<file path="src/hdl/npf_pkg.sv">
// Package for the neighbor pair filter: payload structs, register indexes,
// defaults and the config record passed from the top level to the back part.
package npf_pkg;

  localparam int INDEX_BITS_DEF = 20;
  localparam int CFG_ADDR_BITS = 3;
  localparam int CFG_DATA_BITS = 32;
  localparam int QUEUE_DEPTH = 2;

  localparam logic [CFG_ADDR_BITS-1:0] REG_LIST_MODE = 3'd0;
  localparam logic [CFG_ADDR_BITS-1:0] REG_SIZE_MODE = 3'd1;
  localparam logic [CFG_ADDR_BITS-1:0] REG_HISTORY   = 3'd2;
  localparam logic [CFG_ADDR_BITS-1:0] REG_OWNED     = 3'd3;
  localparam logic [CFG_ADDR_BITS-1:0] REG_SKIN      = 3'd4;
  localparam logic [CFG_ADDR_BITS-1:0] REG_TIE_DELTA = 3'd5;

  localparam logic [1:0] MODE_FULL  = 2'd0;
  localparam logic [1:0] MODE_HALF  = 2'd1;
  localparam logic [1:0] MODE_ORTHO = 2'd2;
  localparam logic [1:0] MODE_TRI   = 2'd3;

  localparam logic [30:0] TIE_DELTA_RESET = 31'd655;

  localparam logic FUNC_LOAD = 1'b0;

  typedef struct packed {
    logic        func;
    logic [INDEX_BITS_DEF-1:0] atom_index;
    logic [30:0] atom_tag;
    logic signed [31:0] pos_x;
    logic signed [31:0] pos_y;
    logic signed [31:0] pos_z;
    logic [30:0] atom_radius;
    logic [62:0] cutoff_sq;
    logic        first_bin;
    logic        same_group;
    logic        same_size;
  } in_item_t;

  typedef struct packed {
    logic [INDEX_BITS_DEF-1:0] neighbor_index;
    logic                      touching;
  } out_item_t;

  // Queue entry: the classified candidate with the distance inputs.
  typedef struct packed {
    logic [INDEX_BITS_DEF-1:0] index;
    logic [32:0] dx;
    logic [32:0] dy;
    logic [32:0] dz;
    logic [31:0] radsum;
    logic [62:0] cutoff_sq;
  } work_t;

  typedef struct packed {
    logic        size_mode;
    logic        history_on;
    logic [30:0] skin;
  } back_cfg_t;

endpackage

</file>
<file path="src/hdl/npf_queue.sv">
// Short queue between the front and back parts.
// Depends on npf_pkg.
module npf_queue #(
  parameter int DEPTH = npf_pkg::QUEUE_DEPTH
) (
  input  logic           clk,
  input  logic           rst_n,
  input  logic           push,
  input  npf_pkg::work_t push_data,
  output logic           full,
  input  logic           pop,
  output logic           not_empty,
  output npf_pkg::work_t pop_data
);

  localparam int PW = (DEPTH > 1) ? $clog2(DEPTH) : 1;
  npf_pkg::work_t mem_r [DEPTH];
  logic [PW-1:0] wp_r, rp_r;
  logic [PW:0] cnt_r;

  function automatic logic [PW-1:0] inc(input logic [PW-1:0] p);
    return (p == PW'(DEPTH - 1)) ? '0 : PW'(p + 1'b1);
  endfunction

  assign full = (cnt_r == (PW+1)'(DEPTH));
  assign not_empty = (cnt_r != '0);
  assign pop_data = mem_r[rp_r];

  always_ff @(posedge clk) begin
    if (push) mem_r[wp_r] <= push_data;
  end

  always_ff @(posedge clk) begin
    if (!rst_n) begin
      wp_r <= '0; rp_r <= '0; cnt_r <= '0;
    end else begin
      if (push) wp_r <= inc(wp_r);
      if (pop) rp_r <= inc(rp_r);
      cnt_r <= cnt_r + (PW+1)'(push) - (PW+1)'(pop);
    end
  end

endmodule

</file>
<file path="config.mk">
export PLATFORM = sky130hd
export DESIGN_NAME = npf_queue
export DESIGN_NICKNAME = d
export VERILOG_FILES = /design/src/hdl/npf_pkg.sv /design/src/hdl/npf_queue.sv
export SDC_FILE = /design/constraint.sdc
export NUM_CORES = 1
export LEC_CHECK = 0
export BUFFER_PORTS_ARGS = -buffer_cell sky130_fd_sc_hd__buf_2
export CORE_MARGIN = 10
export CORE_UTILIZATION = 42
export DETAILED_ROUTE_END_ITERATION = 10
export GPL_TIMING_DRIVEN = 0
export PLACE_DENSITY = 0.7
export SLEW_MARGIN = 40
export SYNTH_ARGS = -nofsm -noshare
export SYNTH_HDL_FRONTEND = slang
export SYNTH_SLANG_ARGS = --single-unit
</file>
<file path="constraint.sdc">
create_clock -name clk -period 29.4 [get_ports clk]
set_input_delay 7.35 -clock clk [delete_from_list [all_inputs] [get_ports clk]]
set_output_delay 7.35 -clock clk [all_outputs]
set_load 0.01 [all_outputs]
</file>
==> metrics.md <==
| Metric | Value |
|---|---|
| WHS | `0.5834 ns` |
| Pre-CTS WS | `roughly 20 ns` |
| # port buffers | `433` |
| Util after Layout | `0.5442` |
| First-pass GRT wire length | `55430 um` |
| Area Growth Syn to Fin | `28.50%` |
| Postcts setup bufs | `0` |
| Avg WL per Cell | `21.54 um` |
| Total Routing Usage GR | `0.1538` |
| CP Max Fanout | `10` |
| Clock Skew | `0.01041 ns` |
| XOR/XNOR share of the synthesized area | `0.001916` |
| Largest family of logic cells by synthesized area | `multiplexers` |
| Post-synthesis register bit count | `433` |
| Clock Tree Buf Depth | `3` |
| Worst r2r dst | `mem_r[0][133]` |
| Die X-Extent | `around 220 um` |
| Pwr dens | `68.50 mW/mm^2` |
| Core area | `slightly below 0.04 mm^2` |
| Max cap viols | `0` |
| Gpl congestion | `~0.72` |
| Number of H-tree levels | `2` |
| Final hold viol count | `0` |
| Dpl cells | `1658` |
| Layout cells sized above 1 | `0.6205` |
| WHS Path Cells | `2` |
| First DRT Iteration DRCs | `373` |
| Initial antenna violation count | `11` |
| Synth Area per Inst | `23.77 um^2` |
| Synth Instances | `687` |
| GRT overflow | `0` |
| Mapped Area | `0.01633 mm^2` |
| Final Max Slew Viols | `0` |
| Ratio of final minimum period to clock period | `0.3168` |
| Final WS setup | `20.09 ns` |
| Reg-to-Reg Start | `wp_r` |
| Max VDD drop | `0.05320 mV` |
| Min Tclk post-route | `9.314 ns` |
| CTS tree | `done` |
| Synth Area in Simple Gates | `0.003448` |
| WL final | `between 30000 and 40000 um` |
| Rows | `between 70 and 80` |
| Clock Pin Slew Worst Setup and Hold Paths | `0.06 ns` |
| Die area | `0.04717 mm^2` |
| IO Count | `434` |
| Clock Tree Root | `clkbuf_16` |
| Status | `complete, no violations` |
| Cell area after layout | `0.02098 mm^2` |
| Antenna viol nets, final | `0` |
| Max_slew headroom | `0.7296` |
| Min-Delay Endpoint | `rp_r` |
| CP Data Required Time | `22.05 ns` |
| Most frequent cells in the layout | `buf_2, edfxtp_1, mux2_4` |
| Remaining DRCs | `0` |
| Layout net count | `between 1k and 1.5k` |
| HP Start | `rp_r` |
| Crit end category | `primary output` |
| Synth Net Count | `907` |
| Hold buffer count at CTS | `0` |
| F_max | `107.4 MHz` |
| Sequential area share after synthesis | `0.7932` |
| Via-to-Cell Ratio | `4.742` |
| Cell Count, Final, Fillers Out | `1747` |
| Reg2reg path depth | `7` |
| Synth warn | `0` |
| Setup Crit Path Kind | `flop to primary output` |
| Setup TNS | `0 ns` |
| Hold Crit Class | `flop to flop` |
| Final setup viols | `0` |
| Initial Util | `0.4235` |
| R2R Setup Slk | `27.29 ns` |
| Number of global-route vias before repair | `8989` |
| Most common cell after layout, fill and taps aside | `buf_2` |
| Pwr Total | `between 1 and 1.5 mW` |
| Vert. Die Dim | `217.2 um` |
| TritonCTS Buffers | `45` |
| Post-detail-place hpwl | `27680 um` |
| # resized after CTS | `0` |
| Total number of vias | `8284` |
| Worst slew pin tran | `0.4048 ns` |
| Startpoint Class | `flop` |
| Compound-Gate Fraction of Synth Area | `0.0004597` |
| TritonCTS Sinks | `433` |
| DR pass1 iterations | `4` |
| Synth Area in Adders | `0.001532` |
| RSZ-0062 raised after global routing | `false` |
| Placed cell area | `a little under 0.02 mm^2` |
| Largest net degree at the start of global routing | `40` |
| Yosys cell types | `14` |
| Worst skew pair latency | `between 0.5 and 0.6 ns` |
| CP arrival | `1.96 ns` |
| Total leakage power | `slightly above 8 nW` |
| Proportion of synthesized area in mux cells | `0.1844` |
## cell families after synthesis
kind of cell,after synthesis
flops,433
compound gates,1
buf+inv,26
fa+ha+maj,2
mux,214
xor+xnor,2
simple gates,9
## layer usage
| layer | share of wire | track usage | vias to the layer above |
|---|---|---|---|
| met3 | 0.078 | 0.05326 | 70 |
| met5 | 0.00080 | 0 | - |
| met2 | 0.52 | 0.2690 | 294 |
| li1 | - | - | 3770 |
| met1 | 0.36 | 0.1644 | 4144 |
| met4 | 0.032 | 0.07178 | 6 |
## sequential cells by signal, indices dropped and copies added (netlist names), named ones only
name / cells
mem_r: 428
rp_r: 1
wp_r: 1
cnt_r: 2
## synth_stat cells
cell / n / area share
and2_1: 4 / 0.0015
buf_2: 5 / 0.0015
buf_6: 19 / 0.013
dfxtp_1: 5 / 0.0061
edfxtp_1: 428 / 0.79
ha_1: 2 / 0.0015
inv_1: 2 / 0.00046
mux2_2: 54 / 0.037
mux2_4: 160 / 0.15
nor2b_1: 4 / 0.0015
o21a_1: 1 / 0.00046
or2_2: 1 / 0.00038
xnor3_1: 1 / 0.0014
xor2_1: 1 / 0.00054
## worst max-delay path: stages (launching register included)
cell and delay (ns):
dfxtp_1 0.32, buf_6 0.13, buf_6 0.22, buf_6 0.23
mux2_4 0.33, buf_2 0.16
## worst max path at each step
| stage | from | to | slack [ns] | cells past startpoint |
|---|---|---|---|---|
| detailed placement | push | mem_r[0][132] | 20.10 | 8 |
| global route | flop | pop_data[66] | 19.98 | 5 |
| finish | flop | pop_data[66] | 20.09 | 5 |
| global placement | push | wp_r | 5.94 | 3 |
| CTS | flop | pop_data[66] | 20.00 | 5 |
| floorplan | push | wp_r | 11.96 | 2 |
## area by class of cell
class / instances / area (um^2)
Antenna cell: 9 / 22.52
Timing Repair Buffer: 453 / 2560
Sequential cell: 433 / 12950
Buffer: 24 / 239.0
Multi-Input combinational cell: 228 / 3141
Fill cell: 3089 / 17570
Inverter: 2 / 7.507
Clock buffer: 57 / 1224
Clock inverter: 23 / 190.2
Tap cell: 518 / 648.1
## power by group
| part | switching (mW) | internal [mW] | total [mW] |
|---|---|---|---|
| combinational | 0.0850 | 0.0883 | 0.173 |
| clock | 0.223 | 0.320 | 0.542 |
| sequential | 0.00750 | 0.714 | 0.722 |
No activity file was read; power rests on OpenSTA's default activity.
