$ cat src/hdl/npf_pkg.sv
// Package for the neighbor pair filter: payload structs, register indexes,
// defaults and the config record passed from the top level to the back part.
package npf_pkg;

  localparam int INDEX_BITS_DEF = 20;
  localparam int CFG_ADDR_BITS = 3;
  localparam int CFG_DATA_BITS = 32;
  localparam int QUEUE_DEPTH = 2;

  localparam logic [CFG_ADDR_BITS-1:0] REG_LIST_MODE = 3'd0;
  localparam logic [CFG_ADDR_BITS-1:0] REG_SIZE_MODE = 3'd1;
  localparam logic [CFG_ADDR_BITS-1:0] REG_HISTORY   = 3'd2;
  localparam logic [CFG_ADDR_BITS-1:0] REG_OWNED     = 3'd3;
  localparam logic [CFG_ADDR_BITS-1:0] REG_SKIN      = 3'd4;
  localparam logic [CFG_ADDR_BITS-1:0] REG_TIE_DELTA = 3'd5;

  localparam logic [1:0] MODE_FULL  = 2'd0;
  localparam logic [1:0] MODE_HALF  = 2'd1;
  localparam logic [1:0] MODE_ORTHO = 2'd2;
  localparam logic [1:0] MODE_TRI   = 2'd3;

  localparam logic [30:0] TIE_DELTA_RESET = 31'd655;

  localparam logic FUNC_LOAD = 1'b0;

  typedef struct packed {
    logic        func;
    logic [INDEX_BITS_DEF-1:0] atom_index;
    logic [30:0] atom_tag;
    logic signed [31:0] pos_x;
    logic signed [31:0] pos_y;
    logic signed [31:0] pos_z;
    logic [30:0] atom_radius;
    logic [62:0] cutoff_sq;
    logic        first_bin;
    logic        same_group;
    logic        same_size;
  } in_item_t;

  typedef struct packed {
    logic [INDEX_BITS_DEF-1:0] neighbor_index;
    logic                      touching;
  } out_item_t;

  // Queue entry: the classified candidate with the distance inputs.
  typedef struct packed {
    logic [INDEX_BITS_DEF-1:0] index;
    logic [32:0] dx;
    logic [32:0] dy;
    logic [32:0] dz;
    logic [31:0] radsum;
    logic [62:0] cutoff_sq;
  } work_t;

  typedef struct packed {
    logic        size_mode;
    logic        history_on;
    logic [30:0] skin;
  } back_cfg_t;

endpackage

$ cat src/hdl/npf_front.sv
// Front part: holds the center atom and applies list-mode ownership rules.
// Depends on npf_pkg.
module npf_front (
  input  logic              clk,
  input  logic              rst_n,
  input  logic              fire,
  input  npf_pkg::in_item_t item,
  input  logic [1:0]        list_mode,
  input  logic [20:0]       owned_count,
  input  logic [30:0]       tie_delta,
  output logic              keep,
  output npf_pkg::work_t    work
);

  localparam int INDEX_BITS = npf_pkg::INDEX_BITS_DEF;

  logic [INDEX_BITS-1:0] cidx_r;
  logic [30:0] ctag_r, crad_r;
  logic signed [31:0] cx_r, cy_r, cz_r;

  always_ff @(posedge clk) begin
    if (!rst_n) begin
      cidx_r <= '0; ctag_r <= '0; crad_r <= '0;
      cx_r <= '0; cy_r <= '0; cz_r <= '0;
    end else if (fire && item.func == npf_pkg::FUNC_LOAD) begin
      cidx_r <= item.atom_index[INDEX_BITS-1:0];
      ctag_r <= item.atom_tag;
      crad_r <= item.atom_radius;
      cx_r <= item.pos_x; cy_r <= item.pos_y; cz_r <= item.pos_z;
    end
  end

  logic [INDEX_BITS-1:0] idx;
  logic ghost, odd;
  logic signed [32:0] dx, dy, dz;
  logic [32:0] adz, ady;

  assign idx = item.atom_index[INDEX_BITS-1:0];
  assign ghost = {1'b0, idx} >= owned_count;
  assign odd = ctag_r[0] ^ item.atom_tag[0];
  assign dx = 33'(item.pos_x) - 33'(cx_r);
  assign dy = 33'(item.pos_y) - 33'(cy_r);
  assign dz = 33'(item.pos_z) - 33'(cz_r);
  assign adz = dz[32] ? 33'(-dz) : 33'(dz);
  assign ady = dy[32] ? 33'(-dy) : 33'(dy);

  always_comb begin
    keep = (item.func != npf_pkg::FUNC_LOAD);
    case (list_mode)
      npf_pkg::MODE_FULL: begin
        if (idx == cidx_r) keep = 1'b0;
      end
      npf_pkg::MODE_HALF: begin
        if (idx <= cidx_r) keep = 1'b0;
      end
      npf_pkg::MODE_ORTHO: begin
        if (item.first_bin && item.same_size) begin
          if (!item.same_group && idx < cidx_r) keep = 1'b0;
          if (ghost) begin
            if (item.pos_z < cz_r) keep = 1'b0;
            else if (item.pos_z == cz_r) begin
              if (item.pos_y < cy_r) keep = 1'b0;
              else if (item.pos_y == cy_r && item.pos_x < cx_r) keep = 1'b0;
            end
          end
        end
      end
      default: begin
        if (item.same_size) begin
          if (idx <= cidx_r) keep = 1'b0;
          else if (ghost) begin
            if (ctag_r > item.atom_tag) begin
              if (!odd) keep = 1'b0;
            end else if (ctag_r < item.atom_tag) begin
              if (odd) keep = 1'b0;
            end else if (adz > {2'b0, tie_delta}) begin
              if (item.pos_z < cz_r) keep = 1'b0;
            end else if (ady > {2'b0, tie_delta}) begin
              if (item.pos_y < cy_r) keep = 1'b0;
            end else if (item.pos_x < cx_r) keep = 1'b0;
          end
        end
      end
    endcase
  end

  always_comb begin
    work = '0;
    work.index = idx;
    work.dx = dx[32] ? 33'(-dx) : 33'(dx);
    work.dy = ady;
    work.dz = adz;
    work.radsum = 32'(crad_r) + 32'(item.atom_radius);
    work.cutoff_sq = item.cutoff_sq;
  end

endmodule

$ cat config.mk
export PLATFORM = sky130hd
export DESIGN_NAME = npf_front
export DESIGN_NICKNAME = d
export VERILOG_FILES = /design/src/hdl/npf_pkg.sv /design/src/hdl/npf_front.sv
export SDC_FILE = /design/constraint.sdc
export NUM_CORES = 1
export LEC_CHECK = 0
export BUFFER_PORTS_ARGS = -buffer_cell sky130_fd_sc_hd__buf_4
export CAP_MARGIN = 40
export CELL_PAD_IN_SITES_DETAIL_PLACEMENT = 0
export CELL_PAD_IN_SITES_GLOBAL_PLACEMENT = 1
export CORE_MARGIN = 3
export CORE_UTILIZATION = 40
export CTS_CLUSTER_DIAMETER = 150
export DETAILED_ROUTE_END_ITERATION = 7
export PLACE_DENSITY = 0.84
export SETUP_SLACK_MARGIN = 0.2
export SYNTH_ARGS = -nofsm -noshare
export SYNTH_HDL_FRONTEND = slang
export SYNTH_SLANG_ARGS = --single-unit
$ cat constraint.sdc
create_clock -name clk -period 8.79 [get_ports clk]
set_clock_uncertainty 0.05 [all_clocks]
set_input_delay 1.3185 -clock clk [delete_from_list [all_inputs] [get_ports clk]]
set_output_delay 1.3185 -clock clk [all_outputs]
set_load 0.01 [all_outputs]
==> out/qor.yml <==
logic_synthesis:
  synthesis.nets: 3392
  yosysWarnings: 0
  synth_seq_cells: 178
  synth_ff_type: "dfxtp_1"
  async_reset_ff_share_pct: 0
  netlist_top_cells_area: "dfxtp_1 (17%), ha_1 (16%), nand2_1 (8.8%)"
  synth_area_leader_cell: "dfxtp_1"
  netlist_area_sq_um: 20600
  yosys.area.top_type_share_pct: 17.3
  syn_inst: 2821
  synth_edf_count: 0
  synth_seq_area_share_pct: 17.3
  ys_types: 109
  synth.avg_cell_area_sq_um: 7.30
pwr:
  power_density_nw_per_um2: 146
  power_leakage_nw: 11.0
  power_mw: 3.67
  seq_power_share_pct: 23.5
  ir_worst_vdd_uv: 156
  p_int_mw: 2.12
  power_frac_clock_pct: 22.1
  combPwrFrac_pct: 54.4
  switching_share_pct: 42.1
  p_switching_mw: 1.55
layout:
  areaGrowthSynthToFinish_pct: 22.0
  fin_util_pct: 49.8
  stdcell_count: 3851
  nNetsFinal: 3734
  final_common_cell: "buf_4"
  mostFrequentLayoutCells: "buf_4 (500), nand2_1 (480), ha_1 (264)"
  final_cell_area_sq_um: 25100
  drive_gt1_share_pct: 20.2
  n_fill_cell: 5042
drt:
  drt_iter0_drc: 1056
  drt-total-wl_mm: 68.7
  route.vias.total: 20800
  wl_per_cell_microns: 17.8
  drc: 0
  first_pass_iters: 5
  vias_per_cell: 5.41
  antenna_left: 0
clocking:
  numCtsBuffers: 17
  cts_tree: "built"
  clock_sinks: 178
  htree_levels: 4
  clk_latency_ns: 0.49
  clk_pin_slew_worst_paths_ns: 0.07
  hold_buffers: 0
  root_buffer: "clkbuf_16"
  clockBufferDepth: 2
worst_setup_path:
  cp.required_ns: 7.42
  end_kind: "output pin"
  cpPeakStageDelay_ns: 0.57
  worstPathArrival_ns: 7.17
  cpMaxStageDelayCell: "or4_4"
  crit_type: "in2out"
  startpoint_type: "input port"
  worstPathMaxFanout: 5
timing:
  setup_ws_ns: 0.252
  setup_viol: 0
  tns_ns: 0
  tightestPinTransition_ns: 1.02
  hold_violations: 0
  hold_slack_ns: 0.412
  slew_headroom_pct: 31.9
  max_freq_mhz: 117
  maxSlewViolCount: 0
  period_needed_ns: 8.54
  rsz0062_at_grt: "yes"
  finalCritPeriodShare_pct: 97.1
place:
  io_buffers: 390
  dpl-instance-area_sq_um: 24200
  pre_cts_ws_ns: -0.414
  dp_hpwl_mm: 56.0
  routabilityCongestion: 0.934
  dp.cells: 3808
global_route:
  grt_pass1_vias: 20200
  grt_remaining_overflow: 0
  grt_max_degree: 179
  grt_pass1_wl_mm: 107
  antenna_found_initial: 6
  grt.total_usage_pct: 24.7
die:
  start_util_pct: 40.8
  die_h_microns: 233
  core_sq_um: 50500
  die_area_sq_um: 54300
  num_rows: 82
  fp.dieW_microns: 233
  boundaryPins: 517
run_status:
  status: "finished, final reports clean"
worst_hold_path:
  hold_path_class: "reg2reg"
run:
  drv_cap: 0
power groups by stage:
stage	registers, mW	clock network [mW]	logic, mW
floorplan	0.876	0	1.14
global placement	0.879	0	1.91
detailed placement	0.881	0	1.94
CTS	0.862	0.845	1.97
global route	0.866	0.869	2.17
finish	0.862	0.812	1.99
critical path, delay by kind of cell:
kind                       cells  cell delay [ns]
buffers and inverters          5             0.52
xor gates and xnor gates       2             0.27
AOI/OAI and AO/OA              8             1.63
adders and majority gates      3             0.81
and+or+nand+nor               10             2.59
per-layer routing:
metal / GRT usage (%) / routed length [microns] / up-vias
li1: - / - / 10400
met1: 30.9 / 30100 / 9731
met2: 42.6 / 33000 / 533
met3: 4.51 / 3790 / 104
met4: 8.58 / 1740 / 6
met5: 0 / 47 / -
final cells by class:
type	instances	area (sq um)	area share, %
inverters	262	986	3.92
clock buffers	17	425	1.69
repair buffers	507	3850	15.3
clock inverters	15	183	0.727
flip-flops and latches	178	3560	14.2
well taps	672	841	3.35
multi-input cells	2197	15300	60.8
diodes	3	7.51	0.0299
sequential cells by signal (all words and copies together) (netlist names):
signal,count
cy_r,32
crad_r,31
cz_r,32
cidx_r,20
cx_r,32
ctag_r,31
kinds of logic (layout without fill, tap and decap cells):
logic type	count (synthesis)	in the layout	synth area share [%]
AO/OA/AOI/OAI	788	788	26.5
XOR/XNOR	180	180	7.69
adder cells (fa/ha/maj)	269	269	16.5
buffers and inverters	446	801	9.78
flip-flops	178	178	17.3
multiplexers	11	11	0.547
other	0	3	0
AND/OR/NAND/NOR	949	949	21.7
what timing repair did:
action | in CTS | in global routing
gates resized for setup | 28 | 23
setup endpoints to repair | 1 | 1
pin swaps | 21 | 22
setup buffers | 8 | 0
synth_stat cells, types with 9 or more instances:
library cell / count
a21oi_1: 174
or3_1: 22
and2_1: 19
ha_1: 265
clkbuf_1: 81
nand2b_1: 31
a211o_1: 10
nor2b_1: 28
xnor2_1: 118
inv_1: 261
o21a_1: 34
o21bai_1: 9
buf_4: 84
mux2i_1: 9
o31ai_1: 14
nor3_1: 36
nand4_1: 37
and3_1: 22
o21ai_0: 119
nor4_1: 16
a21boi_0: 183
o211ai_1: 16
a31oi_1: 27
dfxtp_1: 178
a21o_1: 62
xor2_1: 61
nand2_1: 481
and4_1: 10
buf_2: 14
nor2_1: 131
o21ai_1: 9
nand3_1: 62
a211oi_1: 26
path summary, 6_finish.rpt:
kind,from,endpoint,slack (ns),cells past startpoint
worst max-delay path,item[129],keep,0.25,28
worst min-delay path,cx_r[31],cx_r[31],0.41,2
worst max register to register,ctag_r[15],ctag_r[15],8.04,2
worst min register to register,cx_r[31],cx_r[31],0.41,2
Note: power is estimated with default switching activity, not from simulation.
